## src/assert_macros.svh

```systemverilog
// Assertion macros for the radix conversion block.
`ifndef ASSERT_MACROS_SVH
`define ASSERT_MACROS_SVH
`ifndef SYNTHESIS
`define RC_ASSERT(lbl, prop, msg) \
	lbl: assert property (@(posedge clk) disable iff (!arst_n) (prop)) else $error(msg);
`define RC_ASSERT_NEVER(lbl, cond, msg) \
	lbl: assert property (@(posedge clk) disable iff (!arst_n) !(cond)) else $error(msg);
`else
`define RC_ASSERT(lbl, prop, msg)
`define RC_ASSERT_NEVER(lbl, cond, msg)
`endif
`endif

```

## src/rc_pkg.sv

```systemverilog
// Types, constants and control program of the radix conversion block.
package rc_pkg;

	localparam int VALUE_W = 31;
	localparam int DIGIT_W = 4;
	localparam int RADIX_W = 5;
	localparam int BITCNT_W = $clog2(VALUE_W);
	localparam int MAX_DIGITS_DEF = 32;

	localparam logic [RADIX_W-1:0] RADIX_RESET = 5'd10;
	localparam logic [RADIX_W-1:0] RADIX_MIN = 5'd2;
	localparam logic [RADIX_W-1:0] RADIX_MAX = 5'd16;

	typedef logic [2:0] step_t;

	localparam step_t STEP_IDLE     = 3'd0;
	localparam step_t STEP_DIV_INIT = 3'd1;
	localparam step_t STEP_DIV      = 3'd2;
	localparam step_t STEP_PUSH     = 3'd3;
	localparam step_t STEP_POP      = 3'd4;
	localparam step_t STEP_LOAD     = 3'd5;
	localparam step_t STEP_WAIT     = 3'd6;
	localparam step_t STEP_MORE     = 3'd7;

	typedef enum logic [2:0] {
		JC_NEXT,
		JC_NO_INPUT,
		JC_DIV_BUSY,
		JC_NONZERO,
		JC_OUT_BUSY,
		JC_MORE
	} jump_t;

	typedef struct packed {
		logic  ld_in;
		logic  div_init;
		logic  div_step;
		logic  push;
		logic  pop;
		logic  load_out;
		jump_t cond;
		step_t target;
	} ctl_t;

	// Control store: a taken jump goes to target, otherwise to the next step.
	// The last step falls through to the idle step.
	function automatic ctl_t rom_word(step_t s);
		ctl_t w;
		w.ld_in = 1'b0;
		w.div_init = 1'b0;
		w.div_step = 1'b0;
		w.push = 1'b0;
		w.pop = 1'b0;
		w.load_out = 1'b0;
		w.cond = JC_NEXT;
		w.target = STEP_IDLE;
		case (s)
			STEP_IDLE: begin
				w.ld_in = 1'b1;
				w.cond = JC_NO_INPUT;
				w.target = STEP_IDLE;
			end
			STEP_DIV_INIT: begin
				w.div_init = 1'b1;
			end
			STEP_DIV: begin
				w.div_step = 1'b1;
				w.cond = JC_DIV_BUSY;
				w.target = STEP_DIV;
			end
			STEP_PUSH: begin
				w.push = 1'b1;
				w.cond = JC_NONZERO;
				w.target = STEP_DIV_INIT;
			end
			STEP_POP: begin
				w.pop = 1'b1;
			end
			STEP_LOAD: begin
				w.load_out = 1'b1;
			end
			STEP_WAIT: begin
				w.cond = JC_OUT_BUSY;
				w.target = STEP_WAIT;
			end
			STEP_MORE: begin
				w.cond = JC_MORE;
				w.target = STEP_POP;
			end
			default: begin
				w.cond = JC_NEXT;
			end
		endcase
		return w;
	endfunction

endpackage

```

## src/radix_conversion_top.sv

```systemverilog
// Radix conversion top level: microcoded repeated division with a digit stack.
//
// Input channel (in_valid, in_stall, value): one 31-bit non-negative integer
// per transfer. in_stall is low only while the block is idle.
// Output channel (out_valid, out_stall, digit, last): one transfer per digit,
// most significant first; last marks the least significant digit. Zero gives
// a single digit 0.
// Configuration: cfg_wen writes cfg_wdata into the radix register (reset 10).
// Values below 2 act as 2, above 16 as 16.
// Sequence: each digit comes from one bit-serial restoring division loop,
// framed by the div-init and push steps; once all digits are stacked, each
// is popped, loaded into the output register and handed to the receiver.
// While out_stall is high the sequencer holds the digit and waits.
// Reset clears the sequencer, the stack count, the bit counter, the output
// valid and sets the radix to 10. The digit stack needs no clearing.
module radix_conversion_top #(
	parameter int MAX_DIGITS = rc_pkg::MAX_DIGITS_DEF
) (
	input  logic                        clk,
	input  logic                        arst_n,
	input  logic                        cfg_wen,
	input  logic [rc_pkg::RADIX_W-1:0]  cfg_wdata,
	input  logic                        in_valid,
	output logic                        in_stall,
	input  logic [rc_pkg::VALUE_W-1:0]  value,
	output logic                        out_valid,
	input  logic                        out_stall,
	output logic [rc_pkg::DIGIT_W-1:0]  digit,
	output logic                        last
);
	import rc_pkg::*;

	localparam int AW = $clog2(MAX_DIGITS);
	localparam int CW = $clog2(MAX_DIGITS + 1);

	step_t                pc_q, pc_d;
	ctl_t                 ctl;
	logic                 take;
	logic [RADIX_W-1:0]   radix_q, base;
	logic [VALUE_W-1:0]   n_q;
	logic [DIGIT_W-1:0]   rem_q;
	logic [BITCNT_W-1:0]  bitcnt_q;
	logic [CW-1:0]        count_q, count_dec;
	logic [RADIX_W-1:0]   trial, diff;
	logic                 ge;
	logic [DIGIT_W-1:0]   stack_mem [MAX_DIGITS];
	logic [DIGIT_W-1:0]   rd_q;
	logic                 out_valid_q, last_q;
	logic [DIGIT_W-1:0]   digit_q;

	assign ctl = rom_word(pc_q);
	assign in_stall = ~ctl.ld_in;
	assign out_valid = out_valid_q;
	assign digit = digit_q;
	assign last = last_q;

	always_comb begin
		if (radix_q < RADIX_MIN)
			base = RADIX_MIN;
		else if (radix_q > RADIX_MAX)
			base = RADIX_MAX;
		else
			base = radix_q;
	end

	assign trial = {rem_q, n_q[VALUE_W-1]};
	assign ge = (trial >= base);
	assign diff = trial - base;
	assign count_dec = count_q - CW'(1);

	always_comb begin
		case (ctl.cond)
			JC_NEXT:     take = 1'b0;
			JC_NO_INPUT: take = ~in_valid;
			JC_DIV_BUSY: take = (bitcnt_q != '0);
			JC_NONZERO:  take = (n_q != '0);
			JC_OUT_BUSY: take = out_valid_q;
			JC_MORE:     take = (count_q != '0);
			default:     take = 1'b0;
		endcase
		pc_d = take ? ctl.target : pc_q + 3'd1;
	end

	always_ff @(posedge clk or negedge arst_n) begin
		if (!arst_n) begin
			pc_q <= STEP_IDLE;
			radix_q <= RADIX_RESET;
			count_q <= '0;
			bitcnt_q <= '0;
			out_valid_q <= 1'b0;
		end else begin
			pc_q <= pc_d;
			if (cfg_wen)
				radix_q <= cfg_wdata;
			if (ctl.ld_in && in_valid)
				count_q <= '0;
			else if (ctl.push && (count_q < CW'(MAX_DIGITS)))
				count_q <= count_q + CW'(1);
			else if (ctl.pop)
				count_q <= count_dec;
			if (ctl.div_init)
				bitcnt_q <= BITCNT_W'(VALUE_W - 1);
			else if (ctl.div_step)
				bitcnt_q <= bitcnt_q - BITCNT_W'(1);
			if (ctl.load_out)
				out_valid_q <= 1'b1;
			else if (out_valid_q && !out_stall)
				out_valid_q <= 1'b0;
		end
	end

	// Restoring division, one quotient bit per cycle; n_q ends as the quotient.
	always_ff @(posedge clk) begin
		if (ctl.ld_in && in_valid)
			n_q <= value;
		else if (ctl.div_step)
			n_q <= {n_q[VALUE_W-2:0], ge};
		if (ctl.div_init)
			rem_q <= '0;
		else if (ctl.div_step)
			rem_q <= ge ? diff[DIGIT_W-1:0] : trial[DIGIT_W-1:0];
	end

	always_ff @(posedge clk) begin
		if (ctl.push && (count_q < CW'(MAX_DIGITS)))
			stack_mem[count_q[AW-1:0]] <= rem_q;
		if (ctl.pop)
			rd_q <= stack_mem[count_dec[AW-1:0]];
	end

	always_ff @(posedge clk) begin
		if (ctl.load_out) begin
			digit_q <= rd_q;
			last_q <= (count_q == '0);
		end
	end

`include "assert_macros.svh"

	`RC_ASSERT(a_in_idle, (in_valid && !in_stall) |-> !out_valid_q && count_q == '0, "input taken while busy")
	`RC_ASSERT(a_count_bound, count_q <= CW'(MAX_DIGITS), "stack count beyond depth")
	`RC_ASSERT(a_rem_range, (pc_q == STEP_PUSH) |-> (rem_q < base), "remainder not below radix")
	`RC_ASSERT(a_out_step, out_valid_q |-> (pc_q == STEP_WAIT), "output valid outside wait step")

endmodule
```

## config.mk

```make
export PLATFORM = sky130hd
export DESIGN_NAME = radix_conversion_top
export DESIGN_NICKNAME = d
export VERILOG_FILES = /design/src/rc_pkg.sv /design/src/radix_conversion_top.sv
export VERILOG_INCLUDE_DIRS = /design/src /design/src/src
export SDC_FILE = /design/constraint.sdc
export NUM_CORES = 1
export LEC_CHECK = 0
export BUFFER_PORTS_ARGS = -buffer_cell sky130_fd_sc_hd__buf_4
export CAP_MARGIN = 20
export CORE_MARGIN = 5
export CORE_UTILIZATION = 59
export CTS_CLUSTER_DIAMETER = 120
export CTS_CLUSTER_SIZE = 10
export DETAILED_ROUTE_END_ITERATION = 8
export GPL_TIMING_DRIVEN = 1
export PLACE_DENSITY = 0.78
export SYNTH_ARGS = -nofsm -noshare
export SYNTH_HDL_FRONTEND = slang
export SYNTH_SLANG_ARGS = --single-unit
```

## constraint.sdc

```tcl
create_clock -name clk -period 6.6 [get_ports clk]
set_input_delay 1.98 -clock clk [delete_from_list [all_inputs] [get_ports clk]]
set_output_delay 1.98 -clock clk [all_outputs]
set_load 0.01 [all_outputs]
```

==> results.md, run 1 <==
* Final setup violation count at 0
* Maximum net fanout on the critical path at 6
* Proportion of netlist area held by the largest area contributor at between 50% and 60%
* Number of register bits inferred by synthesis at around 190
* Worst slew margin relative to its limit at 38.1%
* Total nets after synthesis at between 500 and 600
* CTS tree: yes
* Pins over their slew limit at 0
* Routed wire length at around 16 mm
* PostCTS Resize Cnt at 0
* Psw at 1.36 mW
* Proportion of power drawn by the clock network at approximately a quarter
* Cell taking the most area after synthesis: sky130_fd_sc_hd__edfxtp_1
* Clk_skew at around 0.010 ns
* Clock-pin transition on the worst setup and hold timing paths at around 0.070 ns
* Switching fraction of total power at around a third
* Post-Place Cell Area at 8960 sq um
* Number of clock buffers inserted by TritonCTS at 17
* Total grt overflow at 0
* Number of filler cells placed in the layout at 940
* Post-layout min period at approximately 3.7 ns
* Count of flip-flops with a built-in enable after synthesis at about 170
* Crit path capture type: output port
* Placeable core area at around 14000 sq um
* Ratio of total power to cell area at 433 nW/um^2
* Sequential fraction of the synthesis area at between 60% and 70%
* Critical path's slowest cell: sky130_fd_sc_hd__dfrtp_1
* Count of unique library cells instantiated by Yosys at between 50 and 60
* Final antenna diode count at 0
* Total number of yosys warnings at 0
* Starting Density at 60.7%
* Crit path cell chain: inv_1, ha_1, nor2b_1, inv_1, buf_4
* Area Growth Syn to Fin at 12.9%
* Maximum cell stage delay along the critical path at ~0.44 ns
* Most common cell after layout, fill and taps aside: sky130_fd_sc_hd__edfxtp_1
* MaxCap Viol Count at 0
* Dominant cell type by count on the critical path: sky130_fd_sc_hd__inv_1
* Class of the tightest hold or removal check: flip-flop to flip-flop
* Worst path bufs/invs at 3
* Wire length of the first global-routing pass at approximately 26 mm
* Cts-stage hold buffer count at 0
* Final cell area excluding filler cells at approximately 9600 sq um
* Die area at 16900 sq um
* Count of input and output buffers at 47
* Clock network latency to the later pin of the worst-skew pair at approximately 0.43 ns
* Post-Syn Instances at 534
* Worst-case vdd ir drop at 0.210 mV
* Number of global-route vias before repair at between 4000 and 5000
* Area contributors post-synth: sky130_fd_sc_hd__edfxtp_1 (59%), sky130_fd_sc_hd__mux4_2 (8.0%), sky130_fd_sc_hd__dfrtp_1 (5.3%), sky130_fd_sc_hd__mux2_2 (5.0%), sky130_fd_sc_hd__ha_1 (2.7%)
* Cell family with most CP delay: flip-flops
* Final-report hold violation count at 0
* Worst endpoint required time at 4.62 ns
* CTS sink cnt at 192
* Total Routing Usage GR at between 20% and 30%
* Final clock period utilization by the worst path at a little under three fifths
* Mean routed wirelength per cell at 20.8 microns
* Transition time at the pin with the least slew margin at 0.922 ns
* Antenna Violating Nets Remaining at 0
* Vias per inst at a little over 6
* Async set or reset register ratio after synthesis at about a tenth
* Die X at ~130 microns
* Htree depth at 4
* Combined area of all synthesized cells at about 8500 sq um
* Post-CTS Setup Bufs at 0
* Most used cells in the layout excluding fill and tap cells: sky130_fd_sc_hd__edfxtp_1 (168), sky130_fd_sc_hd__buf_4 (54), sky130_fd_sc_hd__nand2_1 (46), sky130_fd_sc_hd__mux2_2 (38), sky130_fd_sc_hd__nor2_1 (37)
* Vias after detailed routing at 4728
* DRT iter0 DRCs at between 400 and 500
* CTS Root Buffer Type: sky130_fd_sc_hd__clkbuf_16
* Fin util at just under 70%
* Critical Path Source Type: flip-flop
* RSZ-0062 raised after global routing: false
* Share of total power in combinational logic at between 30% and 40%
* Final setup TNS at 0 ns
* Upper clock frequency limit at between 200 and 300 MHz
* Remaining routing DRC violations at 0
* Result of the run: complete, no violations
* Die Y at 130 microns
* Cell row count at 43
* Most used DFF post-synth: sky130_fd_sc_hd__edfxtp_1
* GP Congestion at between 0.8 and 0.9
* Start-to-end type of the worst setup path: flip-flop to output port
* Number of detailed-route iterations in the first pass at 5
* Layout Nets at 645
* Share of post-route cells with drive strength above 1 at 27.3%
* Internal power at 2.79 mW
* Post-Syn Area per Cell at 15.9 sq um
* Portion of total power attributed to sequential cells at roughly two fifths
* Pin count of the biggest net entering global routing at 40
* P_leak at between 3 and 4 nW
* Maximum clock path buffer count at 2
* Dpl hpwl at ~11 mm
* Antenna violations before repair at 0
* Data arrival time of the critical path at ~1.7 ns
* Ports at 48
==> per-layer routing <==
metal  share of wire (%)  GRT usage (%)  wire length, microns
met2                  50           32.3                  8150
met1                  42           28.1                  6850
met4                 1.4           6.42                   229
met5                   0              0                     0
met3                 5.7           4.13                   929
==> power groups by stage <==
stage | logic, mW | registers, mW | clock network [mW]
after floorplan | 1.07 | 1.73 | 0
after global placement | 1.31 | 1.75 | 0
after detailed placement | 1.36 | 1.76 | 0
after CTS | 1.37 | 1.74 | 1.05
after global routing | 1.51 | 1.75 | 1.10
final | 1.38 | 1.74 | 1.03
==> synth_stat cells, drive strengths merged (2+ instances only) <==
cell,n
a211oi,3
a21o,3
a21oi,11
a221oi,2
a22o,4
a22oi,2
a32oi,4
and2,3
and3,6
buf,10
clkbuf,13
dfrtp,18
dfstp,2
dfxtp,4
edfxtp,168
ha,18
inv,14
mux2,40
mux2i,5
mux4,32
nand2,48
nand2b,3
nand3,13
nand3b,3
nand4,3
nor2,37
nor2b,5
nor3,6
nor4,10
o21ai,13
o22ai,2
o31ai,4
or3,2
xnor2,7
xor2,3
==> final timing paths <==
check                      cells after the start                    endpoint              start  slack [ns]
max                                            5                    in_stall  pc_q[0]$_DFF_PN0_        2.89
min                                            0          digit[3]$_DFFE_PP_  rd_q[3]$_DFFE_PN_        0.42
max reg2reg                                    5  stack_mem[13][0]$_DFFE_PP_  pc_q[2]$_DFF_PN0_        3.41
min reg2reg                                    0          digit[3]$_DFFE_PP_  rd_q[3]$_DFFE_PN_        0.42
max in group asynchronous                      1      radix_q[3]$_DFFE_PN1P_             arst_n        4.88
min in group asynchronous                      1     bitcnt_q[3]$_DFFE_PN0P_             arst_n        1.43
==> sequential cells by signal, indices dropped and copies added (netlist names), 3 cells and up <==
signal	flops
n_q	31
radix_q	5
bitcnt_q	5
rd_q	4
stack_mem	128
rem_q	4
digit	4
count_q	6
pc_q	3
==> cells by family after synthesis <==
| family | synth area share (%) |
|---|---|
| adder cells (fa/ha/maj) | 2.89 |
| XOR/XNOR | 1.25 |
| AND/OR/NAND/NOR | 8.23 |
| AO/OA/AOI/OAI | 4.39 |
| flip-flops | 66.3 |
| multiplexers | 14.5 |
| buffers and inverters | 2.46 |
==> cell type report <==
class	count	area, sq um	area share [%]
flip-flops and latches	192	5630	58.7
well taps	180	225	2.35
clock buffers	17	425	4.44
multi-input cells	305	2650	27.7
inverters	14	52.6	0.548
repair buffers	55	433	4.52
clock inverters	15	169	1.76
==> stage by stage <==
step / power [mW] / worst slack, ns / std cells / hold slack [ns]
after floorplan: 2.79 / 2.99 / 534 / 0.400
after global placement: 3.06 / 3.18 / 745 / 0.403
after detailed placement: 3.13 / 3.15 / 745 / 0.405
after CTS: 4.16 / 2.87 / 777 / 0.421
after global routing: 4.37 / 2.73 / 778 / 0.424
final: 4.15 / 2.89 / 778 / 0.420
Note: power is estimated with default switching activity, not from simulation.
==> inputs of run 2 (changes only) <==
- ABC_AREA: not set -> 1
- CORE_UTILIZATION: 59 -> 55
- PLACE_DENSITY: 0.78 -> 0.77
- clock period: 6.6 -> 3.4 ns (I/O delays scaled with it)
==> results.md, run 2 <==
* Met1 Resource Use GR at 29.0% (was 28.1%)
* Number of global-route vias before repair at 6003 (was 4814)
* Crit path cell chain: inv_1, ha_1, inv_1, nor2_1, inv_1, buf_4 (was inv_1, ha_1, nor2b_1, inv_1, buf_4)
* Post-place setup slack at 0.893 ns (was 3.15 ns)
* Class of the tightest hold or removal check: flip-flop to flip-flop (unchanged)
* Most frequent cell after synthesis: sky130_fd_sc_hd__nand2_1 (was sky130_fd_sc_hd__edfxtp_1)
* Clock-pin transition on the worst setup and hold timing paths at 0.06 ns (was 0.07 ns)
* Number of clock buffers inserted by TritonCTS at 17 (unchanged)
* Count of input and output buffers at 47 (unchanged)
* MaxCap Viol Count at 0 (unchanged)
* Final setup violation count at 0 (unchanged)
* Worst path bufs/invs at 4 (was 3)
* Total nets after synthesis at 914 (was 594)
* Clk_skew at 0.00942 ns (was 0.0102 ns)
* Flip-flop count of the largest register, all copies and words added at 128 (unchanged)
* Routed wire length at 19.6 mm (was 16.2 mm)
* Vias per inst at 5.54 (was 6.08)
* Transition time at the pin with the least slew margin at 0.725 ns (was 0.922 ns)
* Final cell area excluding filler cells at 9770 sq um (was 9590 sq um)
* Least setup slack across all paths after layout at 0.703 ns (was 2.89 ns)
* Htree depth at 4 (unchanged)
* Final antenna diode count at 0 (unchanged)
* Worst-case vdd ir drop at 0.470 mV (was 0.210 mV)
* Dominant cell type by count on the critical path: sky130_fd_sc_hd__inv_1 (unchanged)
* Result of the run: complete, no violations (unchanged)
* Post-Syn Instances at 854 (was 534)
* Post-CTS Setup Bufs at 0 (unchanged)
* Worst slew margin relative to its limit at 51.7% (was 38.1%)
* Fin util at 62.2% (was 68.5%)
* Final setup TNS at 0 ns (unchanged)
* Maximum net fanout on the critical path at 4 (was 6)
* GR Util met2 at 36.2% (was 32.3%)
* Area contributors post-synth: sky130_fd_sc_hd__edfxtp_1 (58%), sky130_fd_sc_hd__nand2_1 (8.4%), sky130_fd_sc_hd__nor2_1 (8.1%), sky130_fd_sc_hd__dfrtp_1 (5.2%), sky130_fd_sc_hd__o21ai_0 (4.4%) (was sky130_fd_sc_hd__edfxtp_1 (59%), sky130_fd_sc_hd__mux4_2 (8.0%), sky130_fd_sc_hd__dfrtp_1 (5.3%), sky130_fd_sc_hd__mux2_2 (5.0%), sky130_fd_sc_hd__ha_1 (2.7%))
* P_leak at 3.84 nW (was 3.37 nW)
* Cell family with most CP delay: flip-flops (unchanged)
* PostCTS Resize Cnt at 0 (unchanged)
* Final-report hold violation count at 0 (unchanged)
* Clock network latency to the later pin of the worst-skew pair at 0.43 ns (about the same)
* GP Congestion at 0.932 (was 0.809)
* Die area at 18500 sq um (was 16900 sq um)
* Count of flip-flops with a built-in enable after synthesis at 168 (unchanged)
* Critical path's slowest cell: sky130_fd_sc_hd__dfrtp_1 (unchanged)
* Placeable core area at 15700 sq um (was 14000 sq um)
* Most common library cells after synthesis: sky130_fd_sc_hd__nand2_1 (194), sky130_fd_sc_hd__nor2_1 (189), sky130_fd_sc_hd__edfxtp_1 (168), sky130_fd_sc_hd__o21ai_0 (77), sky130_fd_sc_hd__nand3_1 (65) (was sky130_fd_sc_hd__edfxtp_1 (168), sky130_fd_sc_hd__nand2_1 (46), sky130_fd_sc_hd__mux2_2 (38), sky130_fd_sc_hd__nor2_1 (37), sky130_fd_sc_hd__mux4_2 (30))
* Total number of yosys warnings at 0 (unchanged)
* Number of filler cells placed in the layout at 1265 (was 940)
* Share of post-route cells with drive strength above 1 at 11.4% (was 27.3%)
* Starting Density at 55.5% (was 60.7%)
* Cts-stage hold buffer count at 0 (unchanged)
* Cell taking the most area after synthesis: sky130_fd_sc_hd__edfxtp_1 (unchanged)
* Layout Nets at 958 (was 645)
* Upper clock frequency limit at around 370 MHz
* Dpl hpwl at 12.6 mm (was 10.7 mm)
* Vias after detailed routing at 6243 (was 4728)
* CTS sink cnt at 192 (unchanged)
* Peak-usage layer in the global routing report: met2 (unchanged)
* Total grt overflow at 0 (unchanged)
* Post-route insts no fill at 1126 (was 778)
* Post-Syn Area per Cell at 10.2 sq um (was 15.9 sq um)
* Proportion of netlist area held by the largest area contributor at 57.9% (was 59.4%)
* DRT iter0 DRCs at 621 (was 462)
* Critical Path Source Type: flip-flop (unchanged)
* Post-Place Cell Area at 9250 sq um (was 8960 sq um)
* Pins over their slew limit at 0 (unchanged)
* Ports at 48 (unchanged)
* Antenna Violating Nets Remaining at 0 (unchanged)
* Maximum cell stage delay along the critical path at 0.42 ns (was 0.44 ns)
* CTS Root Buffer Type: sky130_fd_sc_hd__clkbuf_16 (unchanged)
* Remaining routing DRC violations at 0 (unchanged)
* Combined area of all synthesized cells at 8710 sq um (was 8490 sq um)
* Cell row count at 46 (was 43)
* Number of detailed-route iterations in the first pass at 5 (unchanged)
* Footprint of the multi-input gates at 2760 sq um (was 2650 sq um)
* Die Y at 136 microns (was 130 microns)
* Most common cell after layout, fill and taps aside: sky130_fd_sc_hd__nand2_1 (was sky130_fd_sc_hd__edfxtp_1)
* Area Growth Syn to Fin at 12.2% (was 12.9%)
* Async set or reset register ratio after synthesis at 10.4% (unchanged)
* Placed insts at 1095 (was 745)
* Mean routed wirelength per cell at 17.4 microns (was 20.8 microns)
* Start-to-end type of the worst setup path: flip-flop to output port (unchanged)
* Global Route met3 Usage at 5.07% (was 4.13%)
* Total Routing Usage GR at 22.0% (was 20.1%)
* Worst endpoint required time at 2.38 ns (was 4.62 ns)
* Pin count of the biggest net entering global routing at 68 (was 40)
* Count of unique library cells instantiated by Yosys at 38 (was 57)
* Ratio of total power to cell area at 908 nW/um^2 (was 433 nW/um^2)
* RSZ-0062 raised after global routing: false (unchanged)
* Post-layout min period at between 2 and 3 ns
* Reg area at 5630 sq um (unchanged)
* Final clock period utilization by the worst path at 79.3%
* Sequential fraction of the synthesis area at 64.6% (was 66.3%)
* Most used cells in the layout excluding fill and tap cells: sky130_fd_sc_hd__nand2_1 (194), sky130_fd_sc_hd__nor2_1 (189), sky130_fd_sc_hd__edfxtp_1 (168), sky130_fd_sc_hd__o21ai_0 (77), sky130_fd_sc_hd__nand3_1 (65) (was sky130_fd_sc_hd__edfxtp_1 (168), sky130_fd_sc_hd__buf_4 (54), sky130_fd_sc_hd__nand2_1 (46), sky130_fd_sc_hd__mux2_2 (38), sky130_fd_sc_hd__nor2_1 (37))
* Crit path capture type: output port (unchanged)
* CTS tree: yes (unchanged)
* Wire length of the first global-routing pass at 30.7 mm (was 25.5 mm)
* Die X at 136 microns (was 130 microns)
* Data arrival time of the critical path at 1.68 ns (was 1.73 ns)
* Most used DFF post-synth: sky130_fd_sc_hd__edfxtp_1 (unchanged)
* Antenna violations before repair at 0 (unchanged)
* Number of register bits inferred by synthesis at 192 (unchanged)
* Maximum clock path buffer count at 2 (unchanged)
## run 2: power breakdown
group	switching (mW)	leakage (nW)	internal [mW]
registers	0.234	1.82	3.18
clock network	0.860	0.247	0.933
logic	2.52	1.78	1.14
total	3.62	3.84	5.25
## run 2: stage by stage
stage / total power [mW] / hold WS (ns)
final: 8.87 / 0.442
after global routing: 9.46 / 0.466
after CTS: 8.84 / 0.446
after detailed placement: 7.04 / 0.431
after global placement: 6.97 / 0.413
after floorplan: 6.08 / 0.400
## run 2: logic make-up after synthesis
| group | count (synthesis) | synth area share (%) |
|---|---|---|
| fa+ha+maj | 19 | 2.81 |
| simple gates | 465 | 21.7 |
| flops | 192 | 64.6 |
| xor+xnor | 5 | 0.934 |
| mux | 2 | 0.258 |
| compound gates | 98 | 5.93 |
| buf+inv | 73 | 3.73 |
## run 2: metal layers
layer  wire (microns)  up-vias
li1                 -     2982
met1             8110     2978
met2             9650      246
met3             1440       37
met4              445        0
met5                0        -
## run 2: final cells by class
| class | instances | share of cell area (%) |
|---|---|---|
| timing repair buffer | 56 | 4.43 |
| clock inverter | 12 | 0.909 |
| sequential | 192 | 57.6 |
| inverter | 42 | 1.64 |
| tap | 216 | 2.76 |
| multi-input combinational | 589 | 28.2 |
| clock buffer | 19 | 4.43 |
## run 2: worst paths after layout
kind,depth (start not counted),from,endpoint,slack [ns]
max in group asynchronous,1,arst_n,radix_q[3]$_DFFE_PN1P_,2.65
worst min-delay path,0,rd_q[1]$_DFFE_PN_,digit[1]$_DFFE_PP_,0.44
min in group asynchronous,1,arst_n,radix_q[0]$_DFFE_PN0P_,0.47
worst min register to register,0,rd_q[1]$_DFFE_PN_,digit[1]$_DFFE_PP_,0.44
worst max register to register,6,pc_q[2]$_DFF_PN0_,stack_mem[10][1]$_DFFE_PP_,0.86
worst max-delay path,6,pc_q[0]$_DFF_PN0_,in_stall,0.70
==> inputs of run 3 (changes only) <==
- CORE_UTILIZATION: 55 -> 59
- PLACE_DENSITY: 0.77 -> 0.78
- clock period: 3.4 -> 2.78 ns (I/O delays scaled with it)
==> results.md, run 3 (synthesis results as in run 2) <==
* Cts-stage hold buffer count at 0 (unchanged)
* Worst-case vdd ir drop at 0.680 mV (was 0.470 mV)
* Total grt overflow at 0 (unchanged)
* CTS sink cnt at 192 (unchanged)
* Flip-flop count of the largest register, all copies and words added at 128 (unchanged)
* Share of post-route cells with drive strength above 1 at 11.5% (was 11.4%)
* CTS Root Buffer Type: sky130_fd_sc_hd__clkbuf_16 (unchanged)
* Htree depth at 4 (unchanged)
* Final clock period utilization by the worst path at slightly above 90%
* Upper clock frequency limit at around 390 MHz
* Number of clock buffers inserted by TritonCTS at 17 (unchanged)
* Antenna Violating Nets Remaining at 0 (unchanged)
* Antenna violations before repair at 0 (unchanged)
* RSZ-0062 raised after global routing: false (unchanged)
* Clk_skew at 0.00900 ns (was 0.00942 ns)
* Total Routing Usage GR at 22.7% (was 22.0%)
* Area Growth Syn to Fin at 11.9% (was 12.2%)
* Critical path's slowest cell: sky130_fd_sc_hd__nor2_1 (was sky130_fd_sc_hd__dfrtp_1)
* Count of input and output buffers at 47 (unchanged)
* Final antenna diode count at 0 (unchanged)
* Transition time at the pin with the least slew margin at 0.720 ns (was 0.725 ns)
* Routed wire length at 19.1 mm (was 19.6 mm)
* Crit path capture type: flip-flop (was output port)
* PostCTS Resize Cnt at 0 (unchanged)
* Fin util at 67.1% (was 62.2%)
* Final-report hold violation count at 0 (unchanged)
* Worst endpoint required time at 2.86 ns (was 2.38 ns)
* Result of the run: complete, no violations (unchanged)
* Maximum clock path buffer count at 2 (unchanged)
* Vias per inst at 5.68 (was 5.54)
* GP Congestion at 0.902 (was 0.932)
* P_leak at 3.85 nW (was 3.84 nW)
* Pins over their slew limit at 0 (unchanged)
* Crit path cell chain: ha_1, ha_1, inv_1, nor2_2, nand2_1, nor2_1 (was inv_1, ha_1, inv_1, nor2_1, inv_1, buf_4)
* Mean routed wirelength per cell at 17.5 microns (was 17.4 microns)
* Number of detailed-route iterations in the first pass at 6 (was 5)
* Worst slew margin relative to its limit at 52.0% (was 51.7%)
* Number of global-route vias before repair at 6117 (was 6003)
* DRT iter0 DRCs at 654 (was 621)
* Dominant cell type by count on the critical path: sky130_fd_sc_hd__ha_1 (was sky130_fd_sc_hd__inv_1)
* Pin count of the biggest net entering global routing at 68 (unchanged)
* Post-layout min period at 2.54 ns
* Remaining routing DRC violations at 0 (unchanged)
* Dpl hpwl at 12.7 mm (was 12.6 mm)
* Cell row count at 44 (was 46)
* Final setup TNS at 0 ns (unchanged)
* Critical Path Source Type: flip-flop (unchanged)
* Class of the tightest hold or removal check: input pin to asynchronous set/reset pin (was flip-flop to flip-flop)
* Ratio of total power to cell area at 1110 nW/um^2 (was 908 nW/um^2)
* CTS tree: yes (unchanged)
* Post-CTS Setup Bufs at 0 (unchanged)
* Placeable core area at 14500 sq um (was 15700 sq um)
* Most used cells in the layout excluding fill and tap cells: sky130_fd_sc_hd__nand2_1 (194), sky130_fd_sc_hd__nor2_1 (189), sky130_fd_sc_hd__edfxtp_1 (168), sky130_fd_sc_hd__o21ai_0 (77), sky130_fd_sc_hd__nand3_1 (65) (unchanged)
* Layout Nets at 959 (was 958)
* Cell family with most CP delay: simple AND/OR/NAND/NOR gates (was flip-flops)
* Die X at 132 microns (was 136 microns)
* Register-to-register setup slack at 0.24 ns (was 0.86 ns)
* Die Y at 132 microns (was 136 microns)
* Clock network latency to the later pin of the worst-skew pair at 0.43 ns (about the same)
* MaxCap Viol Count at 0 (unchanged)
* Starting Density at 60.0% (was 55.5%)
* Vias after detailed routing at 6228 (was 6243)
* Number of filler cells placed in the layout at 1105 (was 1265)
* Maximum net fanout on the critical path at 9 (was 4)
* Worst path bufs/invs at 1 (was 4)
* Wire length of the first global-routing pass at 31.4 mm (was 30.7 mm)
* Data arrival time of the critical path at 2.62 ns (was 1.68 ns)
* Clock-pin transition on the worst setup and hold timing paths at 0.07 ns (was 0.06 ns)
* Final setup violation count at 0 (unchanged)
* Start-to-end type of the worst setup path: flip-flop to flip-flop (was flip-flop to output port)
* Maximum cell stage delay along the critical path at 0.50 ns (was 0.42 ns)
* Ports at 48 (unchanged)
* Die area at 17300 sq um (was 18500 sq um)
* Most common cell after layout, fill and taps aside: sky130_fd_sc_hd__nand2_1 (unchanged)
==> run 3: changes by cell type in the layout (fill, tap and decap cells not counted), sizes merged <==
cell and change:
clkbuf -1, clkinvlp +1, bufinv +1, buf +1
==> run 3: per-stage QoR <==
step                setup WS (ns)  total power, mW  hold slack [ns]  instances  cell area, sq um
floorplan                   0.503             7.43            0.400        854              8710
global placement            0.337             8.50            0.482       1064              9210
detailed placement          0.330             8.57            0.474       1064              9210
CTS                         0.280             10.8            0.282       1096              9750
global route                0.149             11.6            0.289       1096              9750
finish                      0.238             10.9            0.279       1096              9750
==> run 3: worst paths after layout <==
check | start | endpoint | depth (start not counted)
max reg2reg | pc_q[0]$_DFF_PN0_ | stack_mem[29][1]$_DFFE_PP_ | 6
max | pc_q[0]$_DFF_PN0_ | stack_mem[29][1]$_DFFE_PP_ | 6
max in group asynchronous | arst_n | radix_q[1]$_DFFE_PN1P_ | 1
min reg2reg | rd_q[2]$_DFFE_PN_ | digit[2]$_DFFE_PP_ | 0
min | arst_n | bitcnt_q[3]$_DFFE_PN0P_ | 1
min in group clk | rd_q[2]$_DFFE_PN_ | digit[2]$_DFFE_PP_ | 0
==> run 3: power by group <==
part           switching (mW)  internal (mW)
logic                    3.04           1.37
registers               0.294           3.90
clock network            1.03           1.23
==> run 3: layout make-up <==
| cell class | instances | area, sq um | area share [%] |
|---|---|---|---|
| multi-input combinational | 589 | 2760 | 28.3 |
| clock buffer | 18 | 429 | 4.40 |
| timing repair buffer | 57 | 428 | 4.39 |
| sequential | 192 | 5630 | 57.7 |
| clock inverter | 14 | 116 | 1.19 |
| inverter | 42 | 160 | 1.64 |
| tap | 184 | 230 | 2.36 |
==> run 3: layer usage <==
| layer | global-route usage (%) | routed length (microns) | up-vias |
|---|---|---|---|
| met5 | 0 | 0 | - |
| met2 | 35.9 | 9220 | 291 |
| li1 | - | - | 2987 |
| met3 | 4.74 | 1580 | 55 |
| met1 | 30.6 | 7660 | 2895 |
| met4 | 9.94 | 681 | 0 |
